**src/rtl/nms_pkg.sv**
```systemverilog
// ----------------------------------------------------------------------------
// nms_pkg
// Shared types and constants of the greedy box suppression block.
// ----------------------------------------------------------------------------
package nms_pkg;

    localparam int MAX_KEPT = 64;
    localparam int ADDR_W   = $clog2(MAX_KEPT);
    localparam int CNT_W    = $clog2(MAX_KEPT + 1);

    localparam int COORD_W = 16;
    localparam int SIZE_W  = 15;
    localparam int AREA_W  = 2 * SIZE_W;
    localparam int THR_W   = 16;
    localparam int POS_W   = 16;

    localparam logic [CNT_W-1:0] MAX_KEPT_CNT = CNT_W'(MAX_KEPT);
    localparam logic [THR_W-1:0] THR_RESET    = 16'd29491;
    localparam logic [POS_W-1:0] POS_MAX      = {POS_W{1'b1}};

    // One stored box with its area.
    typedef struct packed {
        logic signed [COORD_W-1:0] x;
        logic signed [COORD_W-1:0] y;
        logic [SIZE_W-1:0]         w;
        logic [SIZE_W-1:0]         h;
        logic [AREA_W-1:0]         area;
    } kept_entry_t;

    localparam int ENTRY_W = $bits(kept_entry_t);

    // Status from the overlap pipeline back to the sequencer.
    typedef struct packed {
        logic busy;
        logic hit;
    } iou_stat_t;

    typedef enum logic [3:0] {
        ST_IDLE   = 4'b0001,
        ST_SCAN   = 4'b0010,
        ST_DRAIN  = 4'b0100,
        ST_FINISH = 4'b1000
    } state_t;

endpackage

```
**src/rtl/nms_iou.sv**
```systemverilog
// ----------------------------------------------------------------------------
// nms_iou
// Pipelined overlap test of the current box against one stored box per cycle.
// ----------------------------------------------------------------------------
module nms_iou import nms_pkg::*; (
    input  logic              clk,
    input  logic              rst_n,
    input  logic              rd_issue,
    input  kept_entry_t       cur,
    input  kept_entry_t       kept,
    input  logic [THR_W-1:0]  thr,
    output iou_stat_t         stat
);

    // Valid flags: v0 marks RAM data, v1..v4 the registered stages.
    logic v0_reg, v1_reg, v2_reg, v3_reg, v4_reg;

    logic [SIZE_W-1:0]   dx_reg, dx_next, dy_reg, dy_next;
    logic [AREA_W-1:0]   karea1_reg, karea2_reg;
    logic [AREA_W-1:0]   inter2_reg, inter2_next, inter3_reg, inter4_reg;
    logic [AREA_W:0]     uni_reg, uni_next;
    logic [AREA_W+THR_W:0] prod_reg, prod_next;

    logic signed [COORD_W+1:0] cur_r, cur_b, kept_r, kept_b;
    logic signed [COORD_W+1:0] left, top, right, bottom, span_x, span_y;

    always_comb
    begin
        cur_r  = 18'(cur.x) + 18'(signed'({3'b000, cur.w}));
        cur_b  = 18'(cur.y) + 18'(signed'({3'b000, cur.h}));
        kept_r = 18'(kept.x) + 18'(signed'({3'b000, kept.w}));
        kept_b = 18'(kept.y) + 18'(signed'({3'b000, kept.h}));
        left   = (cur.x > kept.x) ? 18'(cur.x) : 18'(kept.x);
        top    = (cur.y > kept.y) ? 18'(cur.y) : 18'(kept.y);
        right  = (cur_r < kept_r) ? cur_r : kept_r;
        bottom = (cur_b < kept_b) ? cur_b : kept_b;
        span_x = right - left;
        span_y = bottom - top;
        // A positive span never exceeds the narrower box, so it fits the size width.
        if (span_x > 18'sd0 && span_y > 18'sd0)
        begin
            dx_next = span_x[SIZE_W-1:0];
            dy_next = span_y[SIZE_W-1:0];
        end
        else
        begin
            dx_next = '0;
            dy_next = '0;
        end
        inter2_next = AREA_W'(dx_reg) * AREA_W'(dy_reg);
        uni_next    = {1'b0, cur.area} + {1'b0, karea2_reg} - {1'b0, inter2_reg};
        prod_next   = (AREA_W+THR_W+1)'(thr) * (AREA_W+THR_W+1)'(uni_reg);
    end

    always_ff @(posedge clk or negedge rst_n)
    begin
        if (!rst_n)
        begin
            v0_reg <= 1'b0;
            v1_reg <= 1'b0;
            v2_reg <= 1'b0;
            v3_reg <= 1'b0;
            v4_reg <= 1'b0;
        end
        else
        begin
            v0_reg <= rd_issue;
            v1_reg <= v0_reg;
            v2_reg <= v1_reg;
            v3_reg <= v2_reg;
            v4_reg <= v3_reg;
        end
    end

    always_ff @(posedge clk)
    begin
        dx_reg     <= dx_next;
        dy_reg     <= dy_next;
        karea1_reg <= kept.area;
        karea2_reg <= karea1_reg;
        inter2_reg <= inter2_next;
        inter3_reg <= inter2_reg;
        inter4_reg <= inter3_reg;
        uni_reg    <= uni_next;
        prod_reg   <= prod_next;
    end

    assign stat.busy = v0_reg | v1_reg | v2_reg | v3_reg | v4_reg;
    assign stat.hit  = v4_reg && ({1'b0, inter4_reg, {THR_W{1'b0}}} > prod_reg);

endmodule

```
**config.mk**
```make
export PLATFORM = sky130hd
export DESIGN_NAME = nms_iou
export DESIGN_NICKNAME = d
export VERILOG_FILES = /design/src/rtl/nms_pkg.sv /design/src/rtl/nms_iou.sv
export SDC_FILE = /design/constraint.sdc
export NUM_CORES = 2
export LEC_CHECK = 0
export ABC_AREA = 0
export BUFFER_PORTS_ARGS = -buffer_cell sky130_fd_sc_hd__buf_2
export CORE_MARGIN = 4
export CORE_UTILIZATION = 55
export DETAILED_ROUTE_END_ITERATION = 7
export GPL_ROUTABILITY_DRIVEN = 0
export PLACE_DENSITY = 0.76
export SLEW_MARGIN = 20
export SYNTH_ARGS = -nofsm -noshare
export SYNTH_HDL_FRONTEND = slang
export SYNTH_SLANG_ARGS = --single-unit
export TNS_END_PERCENT = 100
```
**constraint.sdc**
```tcl
create_clock -name clk -period 11.7 [get_ports clk]
set_clock_uncertainty 0.1 [all_clocks]
set_input_delay 2.34 -clock clk [delete_from_list [all_inputs] [get_ports clk]]
set_output_delay 2.34 -clock clk [all_outputs]
set_load 0.02 [all_outputs]
```
==> results.md <==
* finished, final reports clean — result of the run
* 0 — post-CTS setup-driven buffer insertion count
* 0.824 — final cycle utilization of the critical path
* 0 — count of flip-flops with a built-in enable after synthesis
* 16.6 um — routed wirelength normalized by instance count
* 37800 um2 — synthesized cell area
* 9970 ps — signal arrival time at the worst endpoint
* 5.45 — Via-to-Cell Ratio
* 27 — clock buffers created by TritonCTS
* 73000 um2 — die area
* 0.140 — share of the yosys chip area belonging to registers
* no — unrepaired setup endpoints after global routing
* reg -> reg — classification of the worst-slack hold path
* 12040 ps — data required time of the worst path
* 60 ps — clock transition at the register clock pins on the worst setup and hold paths after CTS
* 0.239 — GRT Overall Usage
* 560 ps — Skew-Pair Late Insertion Delay
* 95 — number of standard-cell rows in the floorplan
* 32 — largest net degree at the start of global routing
* 0 — maxcap violations
* 263 — number of flip-flops and latches in the synthesized netlist
* 0.0190 — share of synthesized registers carrying an async set or reset
* 0.598 — Util after Layout
* 205 — ports placed on the boundary
* 0.373 — Relative slew margins
* 0 — Setup violations, final
* 47 — number of flip-flops under the largest register name
* done — TritonCTS clock tree
* 0.0680 — fraction of layout instances using a drive strength above 1
* sky130_fd_sc_hd__o211ai_2 — Crit-path slowest cell
* 0 — overflow left after global routing
* 0 — antenna violations before repair
* 0 — endpoints failing hold
* 4224 — number of instances in the synthesized netlist
* 270 um — Die Ht
* 0 ps — setup total negative slack
* 3 — Clock Tree Buf Depth
* 218 ps — worst hold slack
* 145 mm — wire length of the first global-routing pass
* 0 — Inserted Diodes
* 204 — buffers added on ports
* 939 ps — actual slew at the worst max-slew pin
* 6 — DRT Pass-1 Iters
* 0 — number of buffers inserted by hold repair at cts
* 5464 — syn nets
* sky130_fd_sc_hd__clkbuf_16 — library cell used as clock root buffer
* 5571 — Final nets
* 270 um — horizontal die dimension
* 74 — post-synthesis cell type count
* 104 MHz — Fmax achieved
* 1348 — count of routing violations after the opening detailed-route iteration
* 86.5 mm — WL final
* 71.4 mm — Detailed Place HPWL
* 16 — peak fanout along the critical path
* 1 — # H-tree levels
* 6.92% — layout overhead on the synthesized area
* 28.5k — detailed-route via count
* sky130_fd_sc_hd__dfxtp_1 — most frequently used flop master after synthesis
* 67600 um2 — Floorplan Core Area
* register — element type at the critical path end
* 29.9k — vias in the first global route
* 8.95 um2 — mean area per synthesized cell
* 0 — Ys Warns
* 263 — Num Clock Sinks
* 0 — post-cts resize count
* primary input — nature of the critical path startpoint
* 580 ps — biggest cell delay along the critical path
* 9640 ps — post-route minimum period
* 0 — DRC errors left
* 0 — Post-DRT Antenna Nets
* 0 — max-slew violation count
* in -> reg — critical setup path kind
* 0.559 — effective utilization at floorplan
stage by stage:
| step | std cells | worst slack, ps | instance area, um2 |
|---|---|---|---|
| 6_report | 5225 | 2060 | 40400 |
| 5_1_grt | 5225 | 1440 | 40400 |
| 3_3_place_gp | 5175 | 1680 | 39400 |
| 4_1_cts | 5225 | 2150 | 40400 |
| 2_1_floorplan | 4224 | 2790 | 37800 |
| 3_5_place_dp | 5175 | 1580 | 39400 |
final timing paths:
kind	start	endpoint	slack, ps	depth (start not counted)
max reg2reg	uni_reg[12]	prod_reg[43]	4030	22
max in group asynchronous	rst_n	v2_reg	9870	1
min	karea1_reg[7]	karea2_reg[7]	220	0
min in group asynchronous	rst_n	v0_reg	1500	1
max	kept[76]	dx_reg[9]	2060	30
min reg2reg	karea1_reg[7]	karea2_reg[7]	220	0
synthesized netlist by cell type, drive strengths merged, types with 6 or more instances:
master | count | area [um2]
and3 | 24 | 150
a31oi | 20 | 125
nand3 | 32 | 160
clkbuf | 126 | 473
nor3b | 6 | 45.0
fa | 607 | 12200
and2 | 239 | 1500
a221oi | 10 | 105
xor2 | 42 | 368
or3 | 16 | 100
mux2 | 13 | 161
nand2 | 589 | 2210
xnor2 | 117 | 1020
a2111oi | 7 | 61.3
a21o | 66 | 495
a21boi | 8 | 60.1
nor3 | 53 | 265
mux2i | 53 | 531
o211ai | 12 | 95.1
inv | 793 | 2980
or2 | 8 | 50.1
o21a | 45 | 338
nand4 | 30 | 188
nand2b | 35 | 219
o21bai | 12 | 90.1
ha | 430 | 5380
nor4 | 10 | 62.6
dfxtp | 258 | 5160
a21oi | 165 | 833
buf | 7 | 51.3
o21ai | 106 | 534
a211oi | 20 | 150
a211o | 11 | 96.3
nor2 | 126 | 473
o31ai | 13 | 97.6
nor2b | 39 | 244
layout by cell type, fill, tap and decap left out, drive strengths merged, types with 13 or more instances in the layout:
master  count
and3       24
nor2b      39
or3        16
o31ai      13
a211oi     20
o21a       45
dfxtp     258
a21o       66
nand4      30
buf       211
nor2      126
nand2b     35
xnor2     117
clkbuf     33
o21ai     106
fa        607
nor3       53
and2      239
mux2       13
a21oi     165
ha        430
mux2i      53
a31oi      20
xor2       42
nand3      32
inv       797
nand2     589
logic make-up (layout without fill, tap and decap cells):
logic type / count (synthesis) / in the layout / synth area share
flops: 263 / 263 / 0.140
buf+inv: 926 / 1054 / 0.0926
compound gates: 546 / 546 / 0.0940
mux: 66 / 66 / 0.0183
xor+xnor: 159 / 159 / 0.0368
fa+ha+maj: 1039 / 1039 / 0.464
simple gates: 1225 / 1225 / 0.154
worst max-delay path: cells and delay by family:
kind                       cells  cell delay, ps
xor gates and xnor gates       1             190
and+or+nand+nor                5             880
adders and majority gates      4            1210
muxes                          1             400
AOI/OAI and AO/OA             18            4820
buffers and inverters          1             120
layout make-up:
type	instances	area [um2]
repair buffers	211	1070
inverters	793	2980
flip-flops and latches	263	5290
well taps	873	1090
multi-input cells	3035	29000
clock inverters	17	235
clock buffers	33	738
fillers	5800	27200
per-layer routing:
metal	part of all wire	global-route usage	up-vias
li1	-	-	13600
met1	0.41	0.301	14000
met2	0.50	0.426	822
met3	0.068	0.0403	147
met4	0.026	0.0639	0
met5	0	0	-
Power is left out: the tool's default activity adds up to more than one toggle a clock period on the data nets, which glitch-free logic cannot reach.
