File: config.mk
export PLATFORM = sky130hd
export DESIGN_NAME = nms_ram
export DESIGN_NICKNAME = d
export VERILOG_FILES = /design/src/rtl/nms_ram.sv
export SDC_FILE = /design/constraint.sdc
export NUM_CORES = 1
export LEC_CHECK = 0
export BUFFER_PORTS_ARGS = -buffer_cell sky130_fd_sc_hd__buf_2
export CAP_MARGIN = 30
export CORE_ASPECT_RATIO = 1.5
export CORE_MARGIN = 2
export CORE_UTILIZATION = 40
export CTS_CLUSTER_DIAMETER = 80
export DETAILED_ROUTE_END_ITERATION = 10
export HOLD_SLACK_MARGIN = 0.03
export PLACE_DENSITY_LB_ADDON = 0.2
export SYNTH_ARGS = -nofsm -noshare
export SYNTH_HDL_FRONTEND = slang
export SYNTH_SLANG_ARGS = --single-unit
File: constraint.sdc
create_clock -name clk -period 2.7 [get_ports clk]
set_input_delay 0.27 -clock clk [delete_from_list [all_inputs] [get_ports clk]]
set_output_delay 0.27 -clock clk [all_outputs]
set_load 0.1 [all_outputs]
File: src/rtl/nms_ram.sv
// ----------------------------------------------------------------------------
// nms_ram
// Generic single-port-write, single-port-read RAM with registered read data.
// ----------------------------------------------------------------------------
module nms_ram #(
    parameter int WIDTH = 8,
    parameter int DEPTH = 16
) (
    input  logic                     clk,
    input  logic                     wr_en,
    input  logic [$clog2(DEPTH)-1:0] wr_addr,
    input  logic [WIDTH-1:0]         wr_data,
    input  logic                     rd_en,
    input  logic [$clog2(DEPTH)-1:0] rd_addr,
    output logic [WIDTH-1:0]         rd_data
);

    logic [WIDTH-1:0] mem [DEPTH];

    always_ff @(posedge clk)
    begin
        if (wr_en)
        begin
            mem[wr_addr] <= wr_data;
        end
        if (rd_en)
        begin
            rd_data <= mem[rd_addr];
        end
    end

endmodule

==> results of run 1 <==
[critical path, cell delays in order]
cell and delay (ps):
buf_2 110, or3b_2 510, nor2_1 680
[worst paths after layout]
| check | cells after the start | end | slack [ps] | from |
|---|---|---|---|---|
| setup / recovery | 3 | mem[2][2] | 1150 | wr_addr[2] |
| hold / removal | 1 | rd_data[2] | 240 | rd_en |
| setup reg to reg | 3 | rd_data[1] | 1180 | mem[1][1] |
| hold reg to reg | 3 | rd_data[2] | 750 | mem[14][2] |
[stage by stage]
stage,hold WS [ps],instances,area [um^2]
floorplan,369,229,5230
global placement,642,421,5610
detailed placement,647,421,5610
CTS,217,453,6130
global route,219,453,6130
finish,236,453,6130
[cells in the mapped netlist, types with 2 or more instances]
cell	number
buf_2	3
nand3b_1	2
mux4_1	14
clkdlybuf4s25_2	3
nor2_1	13
buf_6	3
a22oi_1	16
nand2_1	9
edfxtp_1	136
nor3_1	4
mux4_2	18
nand2b_1	2
[layout make-up]
cell class	count	area, um^2
clock buffers	21	440
clock inverters	11	82.6
fillers	1104	6760
multi-input cells	83	1060
flip-flops and latches	136	4080
well taps	159	199
repair buffers	43	270
[sequential cells by signal (all words and copies together), names as in the netlist]
signal,count
mem,128
rd_data,8
[cells by family after synthesis]
| group | synth area share [%] |
|---|---|
| compound gates | 2.30 |
| mux | 14.8 |
| buf+inv | 1.65 |
| flops | 78.1 |
| simple gates | 3.14 |
[routing by layer]
layer,vias up,GRT usage (%),part of all wire [%],routed length (um)
met5,-,0,0,0
met4,0,6.94,1.5,152
met3,10,3.87,4.4,448
met2,72,27.7,54,5490
met1,1220,18.4,40,4040
li1,1092,-,-,-
[power by group]
part / internal (mW) / switching [mW] / total, mW
combinational: 0.0904 / 0.198 / 0.288
clock: 1.25 / 0.789 / 2.04
sequential: 2.38 / 0.0107 / 2.39
==> flow_summary.ini, run 1 <==
[place]
post-place-ws_ps = 674
place_hpwl_um = 6650
port_buffers = 26
place.gp.congestion = 0.699

[worst_setup_path]
startpoint_type = input port
end_kind = register
worst-path-max-fanout = 8
cp_data_required_time_ps = 2730
cp_data_arrival_time_ps = 1580
criticalPathCategory = input port to register

[route]
ant_nets = 0
detail_route.first_pass.iterations = 4
drt_iter0_drc = 224
wl_um = 10100
drc_errors = 0
vias = 2394
via_per_inst = 5.28
wl_per_cell_um = 22.4

[sta]
slew-limit-headroom_pct = 42.1
finalSetupTns_ps = 0
tightest_slew_ps = 865
fin_skew_ps = 6.26
finalHoldViolCount = 0
grt_setup_unrepaired = false
finalSetupViolations = 0
slew_violations = 0
fin_crit_ps = 1550
period_share_pct = 57.5
layout_setup_ws_ps = 1150
fmax_mhz = 644

[grt]
overflow = 0
grt_pass1_vias = 2586
grt_pass1_wl_um = 15400
grt.total_usage_pct = 15.7
antenna_found_initial = 0
grt_max_degree = 32

[logic_synthesis]
synthCells = 229
synth_area_per_cell_um2 = 22.8
yosys_warnings = 0
async_flop_share_pct = 0
synth_seq_cells = 136
yosys_most_used_dff = edfxtp_1
synth_edf_count = 136
synthTopCellsByArea = edfxtp_1, mux4_2, mux4_1, a22oi_1, nor2_1
synth.top_cell.area_share_pct = 78.1
seq_area_frac_synth_pct = 78.1
syn_nets = 248
yosys.area.top_type = edfxtp_1
synth_cell_types = 18
syn_area_um2 = 5230

[cells_and_area]
nets = 300
final_cell_mix = edfxtp_1, buf_2, mux4_2
post-route-util_pct = 47.6
final_common_cell = edfxtp_1
areaGrowthSynthToFinish_pct = 17.3
drive_above_1_share_pct = 29.9
antenna_cells = 0

[power]
power.leakage_nw = 2.06
power.total_mw = 4.71
peakVddDrop_v = 0.000362
powerDensity_nw_per_um2 = 769

[clock_tree]
cts_sinks = 136
cts_buffers = 17
cts_max_path_buffers = 2
cts_tree = built
clk_pin_slew_ps = 60
cts_hold_repair.buffers = 0
htree_levels = 4
post-cts-setup-buffer-count = 0
cts_resized = 0
clockRootBuffer = clkbuf_16
clock_latency_ps = 400

[run_status]
status = completed

[min_path]
hold_class = input port to register

[floorplan]
die_area_um2 = 14000
ios = 27
core_um2 = 12900
row_count = 51
die_height_um = 144
start_util_pct = 40.6
dieWidth_um = 97.3

[job]
drv_cap = 0
No activity file was read; power rests on OpenSTA's default activity.
==> run 2, diff against run 1 <==
==> constraint.sdc (replaced) <==
create_clock -name clk -period 1.5 [get_ports clk]
set_input_delay 0.15 -clock clk [delete_from_list [all_inputs] [get_ports clk]]
set_output_delay 0.15 -clock clk [all_outputs]
set_load 0.1 [all_outputs]
==> run 2 against run 1 <==
Utilization grew 1.2 points; routed wire length is 0.95% higher; die area is the same; count of clock-buffer cells in the layout decreased by 1; final cell count grew 1.8%; clock power rose by 82%; setup slack lost 1100 ps.
==> flow_summary.ini, run 2 (synthesis results as in run 1) <==
[clock_tree]
cts_buffers = 17
cts_hold_repair.buffers = 0
clk_pin_slew_ps = 50
htree_levels = 4
cts_tree = built
cts_max_path_buffers = 2
post-cts-setup-buffer-count = 0
clockRootBuffer = clkbuf_16
clock_latency_ps = 410
cts_sinks = 136

[place]
post-place-cells = 434
port_buffers = 26
place_hpwl_um = 7060
post-place-ws_ps = -210
place.gp.congestion = 0.755

[worst_setup_path]
criticalPathCategory = register to register
end_kind = register
cp_data_required_time_ps = 1660
worst-path-max-fanout = 1
rr_startpoint = mem[1][2]
r2r_slack_ps = 60
regToRegEndpoint = rd_data[2]
cp_data_arrival_time_ps = 1600
rr_worst_depth = 3
startpoint_type = register

[cells_and_area]
final_cells = 461
reg_top3 = mem x128, rd_data x8
drive_above_1_share_pct = 33.8
top_register = mem
antenna_cells = 0
post-route-util_pct = 48.8
areaGrowthSynthToFinish_pct = 20.3
nets = 313
final_cell_mix = edfxtp_1, buf_2, buf_4
largest_register_ff_count = 128
final_common_cell = edfxtp_1

[floorplan]
die_area_um2 = 14000
row_count = 51
die_height_um = 144
start_util_pct = 40.6
ios = 27
dieWidth_um = 97.3
core_um2 = 12900

[grt]
grt_pass1_wl_um = 15700
grt.total_usage_pct = 16.0
grt_pass1_vias = 2627
overflow = 0
antenna_found_initial = 0
grt_max_degree = 22

[sta]
grt_setup_unrepaired = false
finalSetupViolations = 0
fmax_mhz = 693
slew-limit-headroom_pct = 43.4
finalSetupTns_ps = 0
fin_skew_ps = 6.08
period_share_pct = 96.2
whs_ps = 124
slew_violations = 0
tightest_slew_ps = 845
finalHoldViolCount = 0
fin_crit_ps = 1440
layout_setup_ws_ps = 57.1

[power]
powerDensity_nw_per_um2 = 1360
power.leakage_nw = 2.14
peakVddDrop_v = 0.000741

[min_path]
holdPathEnd = rd_data[2]
holdCritStartpoint = rd_en
hold_class = input port to register
min_path_cells = 1

[run_status]
status = completed

[route]
vias = 2471
wl_per_cell_um = 22.2
ant_nets = 0
wl_um = 10200
drc_errors = 0
detail_route.first_pass.iterations = 4
via_per_inst = 5.36
drt_iter0_drc = 135

[job]
drv_cap = 0
run 2: power by group:
part | leakage (nW) | switching (mW) | internal, mW
Sequential | 1.24 | 0.0223 | 4.29
Combinational | 0.650 | 0.360 | 0.191
Clock | 0.256 | 1.35 | 2.37
run 2: worst max-delay path by stage:
stage | startpoint | endpoint | depth (start not counted) | slack (ps)
after global routing | mem[6][0] | rd_data[0] | 3 | 4
after global placement | rd_addr[0] | rd_data[3] | 6 | -180
final | mem[1][2] | rd_data[2] | 3 | 60
after CTS | mem[1][0] | rd_data[0] | 3 | 6
after floorplan | rd_addr[0] | rd_data[1] | 5 | 70
after detailed placement | rd_addr[0] | rd_data[0] | 5 | -210
run 2: repair_timing:
action,4_1_cts,5_1_grt
setup endpoints to repair,0,4
resized for setup,0,4
hold endpoints to repair,0,0
run 2: final cells by class:
cell class / count / area (um^2)
fillers: 1068 / 6600
clock inverters: 7 / 82.6
flip-flops and latches: 136 / 4080
well taps: 159 / 199
repair buffers: 56 / 405
clock buffers: 20 / 437
multi-input cells: 83 / 1080
run 2: per-layer routing:
metal | track usage [%] | vias to the layer above | share of wire [%]
li1 | - | 1110 | -
met1 | 17.8 | 1300 | 39
met2 | 28.8 | 48 | 56
met3 | 4.01 | 13 | 3.0
met4 | 7.46 | 0 | 1.7
met5 | 0 | - | 0
run 2: worst max-delay path, cell delays in order (launching register included):
cell and delay, ps:
edfxtp_1 350, mux4_1 510, a22oi_1 260, nand2_1 80
run 2: stage by stage:
step,instance area [um^2],power [mW]
3_5_place_dp,5750,4.94
4_1_cts,6270,8.66
3_3_place_gp,5750,4.93
6_report,6290,8.58
5_1_grt,6290,8.89
2_1_floorplan,5230,4.73
==> run 3, diff against run 2 <==
--- a/config.mk
+++ b/config.mk
@@ -13,7 +13,7 @@
 export CTS_CLUSTER_DIAMETER = 80
 export DETAILED_ROUTE_END_ITERATION = 10
 export HOLD_SLACK_MARGIN = 0.03
-export PLACE_DENSITY_LB_ADDON = 0.2
+export PLACE_DENSITY = 0.55
 export SYNTH_ARGS = -nofsm -noshare
 export SYNTH_HDL_FRONTEND = slang
 export SYNTH_SLANG_ARGS = --single-unit
==> run 3 against run 2 <==
Register-to-register slack is essentially flat; largest cell class unchanged; largest power group is now clock; clock skew is essentially flat; flip-flop and latch count did not move; global-route usage rose by 0.19 points; critical path type unchanged; die area unchanged.
==> flow_summary.ini, run 3 (synthesis results as in run 1) <==
[sta]
slew_violations = 0
fmax_mhz = 688
layout_setup_ws_ps = 46.7
whs_ps = 120
fin_skew_ps = 6.24
period_share_pct = 96.9
finalSetupTns_ps = 0
fin_crit_ps = 1450
grt_setup_unrepaired = false
tightest_slew_ps = 763
slew-limit-headroom_pct = 49.1
finalSetupViolations = 0
finalHoldViolCount = 0

[clock_tree]
cts_max_path_buffers = 2
cts_buffers = 17
cts_sinks = 136
clock_latency_ps = 400
clk_pin_slew_ps = 60
htree_levels = 4
cts_hold_repair.buffers = 0
cts_tree = built
clockRootBuffer = clkbuf_16

[run_status]
status = completed

[cells_and_area]
antenna_cells = 0
final_cells = 462
final_common_cell = edfxtp_1
top_register = mem
final_cell_mix = edfxtp_1, buf_2, mux4_2, buf_4, clkbuf_16
drive_above_1_share_pct = 36.0
nets = 309
largest_register_ff_count = 128
areaGrowthSynthToFinish_pct = 21.8
reg_top3 = mem x128, rd_data x8

[route]
wl_um = 10400
detail_route.first_pass.iterations = 4
ant_nets = 0
drt_iter0_drc = 196
drc_errors = 0
wl_per_cell_um = 22.5
vias = 2483
via_per_inst = 5.37

[worst_setup_path]
worst-path-max-fanout = 1
path_cells = mux4_2 > a22oi_2 > nand2_1
end_kind = register
startpoint_type = register
cp_data_required_time_ps = 1650
slowest_delay_ps = 490
slowest_stage = mux4_2
critPathBufInv = 0
r2r_slack_ps = 50
criticalPathCategory = register to register
cp_top_family = multiplexers
cp_data_arrival_time_ps = 1610

[grt]
grt_pass1_wl_um = 16000
antenna_found_initial = 0
grt_max_degree = 27
grt.total_usage_pct = 16.2
overflow = 0
grt_pass1_vias = 2716

[floorplan]
die_area_um2 = 14000
row_count = 51
dieWidth_um = 97.3
start_util_pct = 40.6
die_height_um = 144
core_um2 = 12900
ios = 27

[power]
power.total_mw = 9.27
powerDensity_nw_per_um2 = 1450
peakVddDrop_v = 0.000791
power.leakage_nw = 2.15

[place]
port_buffers = 26
place_hpwl_um = 6960
post-place-ws_ps = -274
place.gp.congestion = 0.722
post-place-cells = 430

[job]
drv_cap = 0

[min_path]
hold_class = input port to register
## run 3: cell types whose count changed in the layout (fill, tap and decap cells not counted), moves of 3 or more
| cell | previous run | this run |
|---|---|---|
| mux4_2 | 18 | 22 |
| mux4_1 | 14 | 10 |
| buf_4 | 26 | 22 |
| bufinv_16 | 2 | 5 |
## run 3: final cells by class
cell class | instances | area [um^2]
Fill cell | 1081 | 6520
Sequential cell | 136 | 4080
Multi-Input combinational cell | 83 | 1080
Clock buffer | 18 | 429
Timing Repair Buffer | 52 | 375
Clock inverter | 14 | 204
Tap cell | 159 | 199
## run 3: metal layers
layer  vias up  GRT usage [%]  share of wire [%]
met5         -              0                  0
met4         0           6.80                1.5
met3        12           3.43                3.6
met2        64           29.8                 56
met1      1310           18.3                 39
li1       1097              -                  -
## run 3: path summary, 6_finish.rpt
path | start | endpoint | cells past startpoint
hold / removal | rd_en | rd_data[3] | 1
setup / recovery | mem[0][3] | rd_data[3] | 3
setup reg to reg | mem[0][3] | rd_data[3] | 3
hold reg to reg | mem[14][4] | rd_data[4] | 3
## run 3: stage by stage
stage / area, um^2 / util [%]
after floorplan: 5230 / -
after global placement: 5720 / 44.4
after detailed placement: 5720 / 44.4
after CTS: 6360 / 49.4
after global routing: 6370 / 49.4
final: 6370 / 49.4
## run 3: repair_timing
item,CTS,global route
gates resized for setup,4,6
buffers inserted,0,0
setup endpoints to repair,3,4
## run 3: power breakdown
group          internal, mW  leakage, nW  switching (mW)
sequential             4.28         1.24          0.0222
combinational         0.190        0.614           0.365
clock                  2.93        0.304            1.47
total                  7.40         2.15            1.86
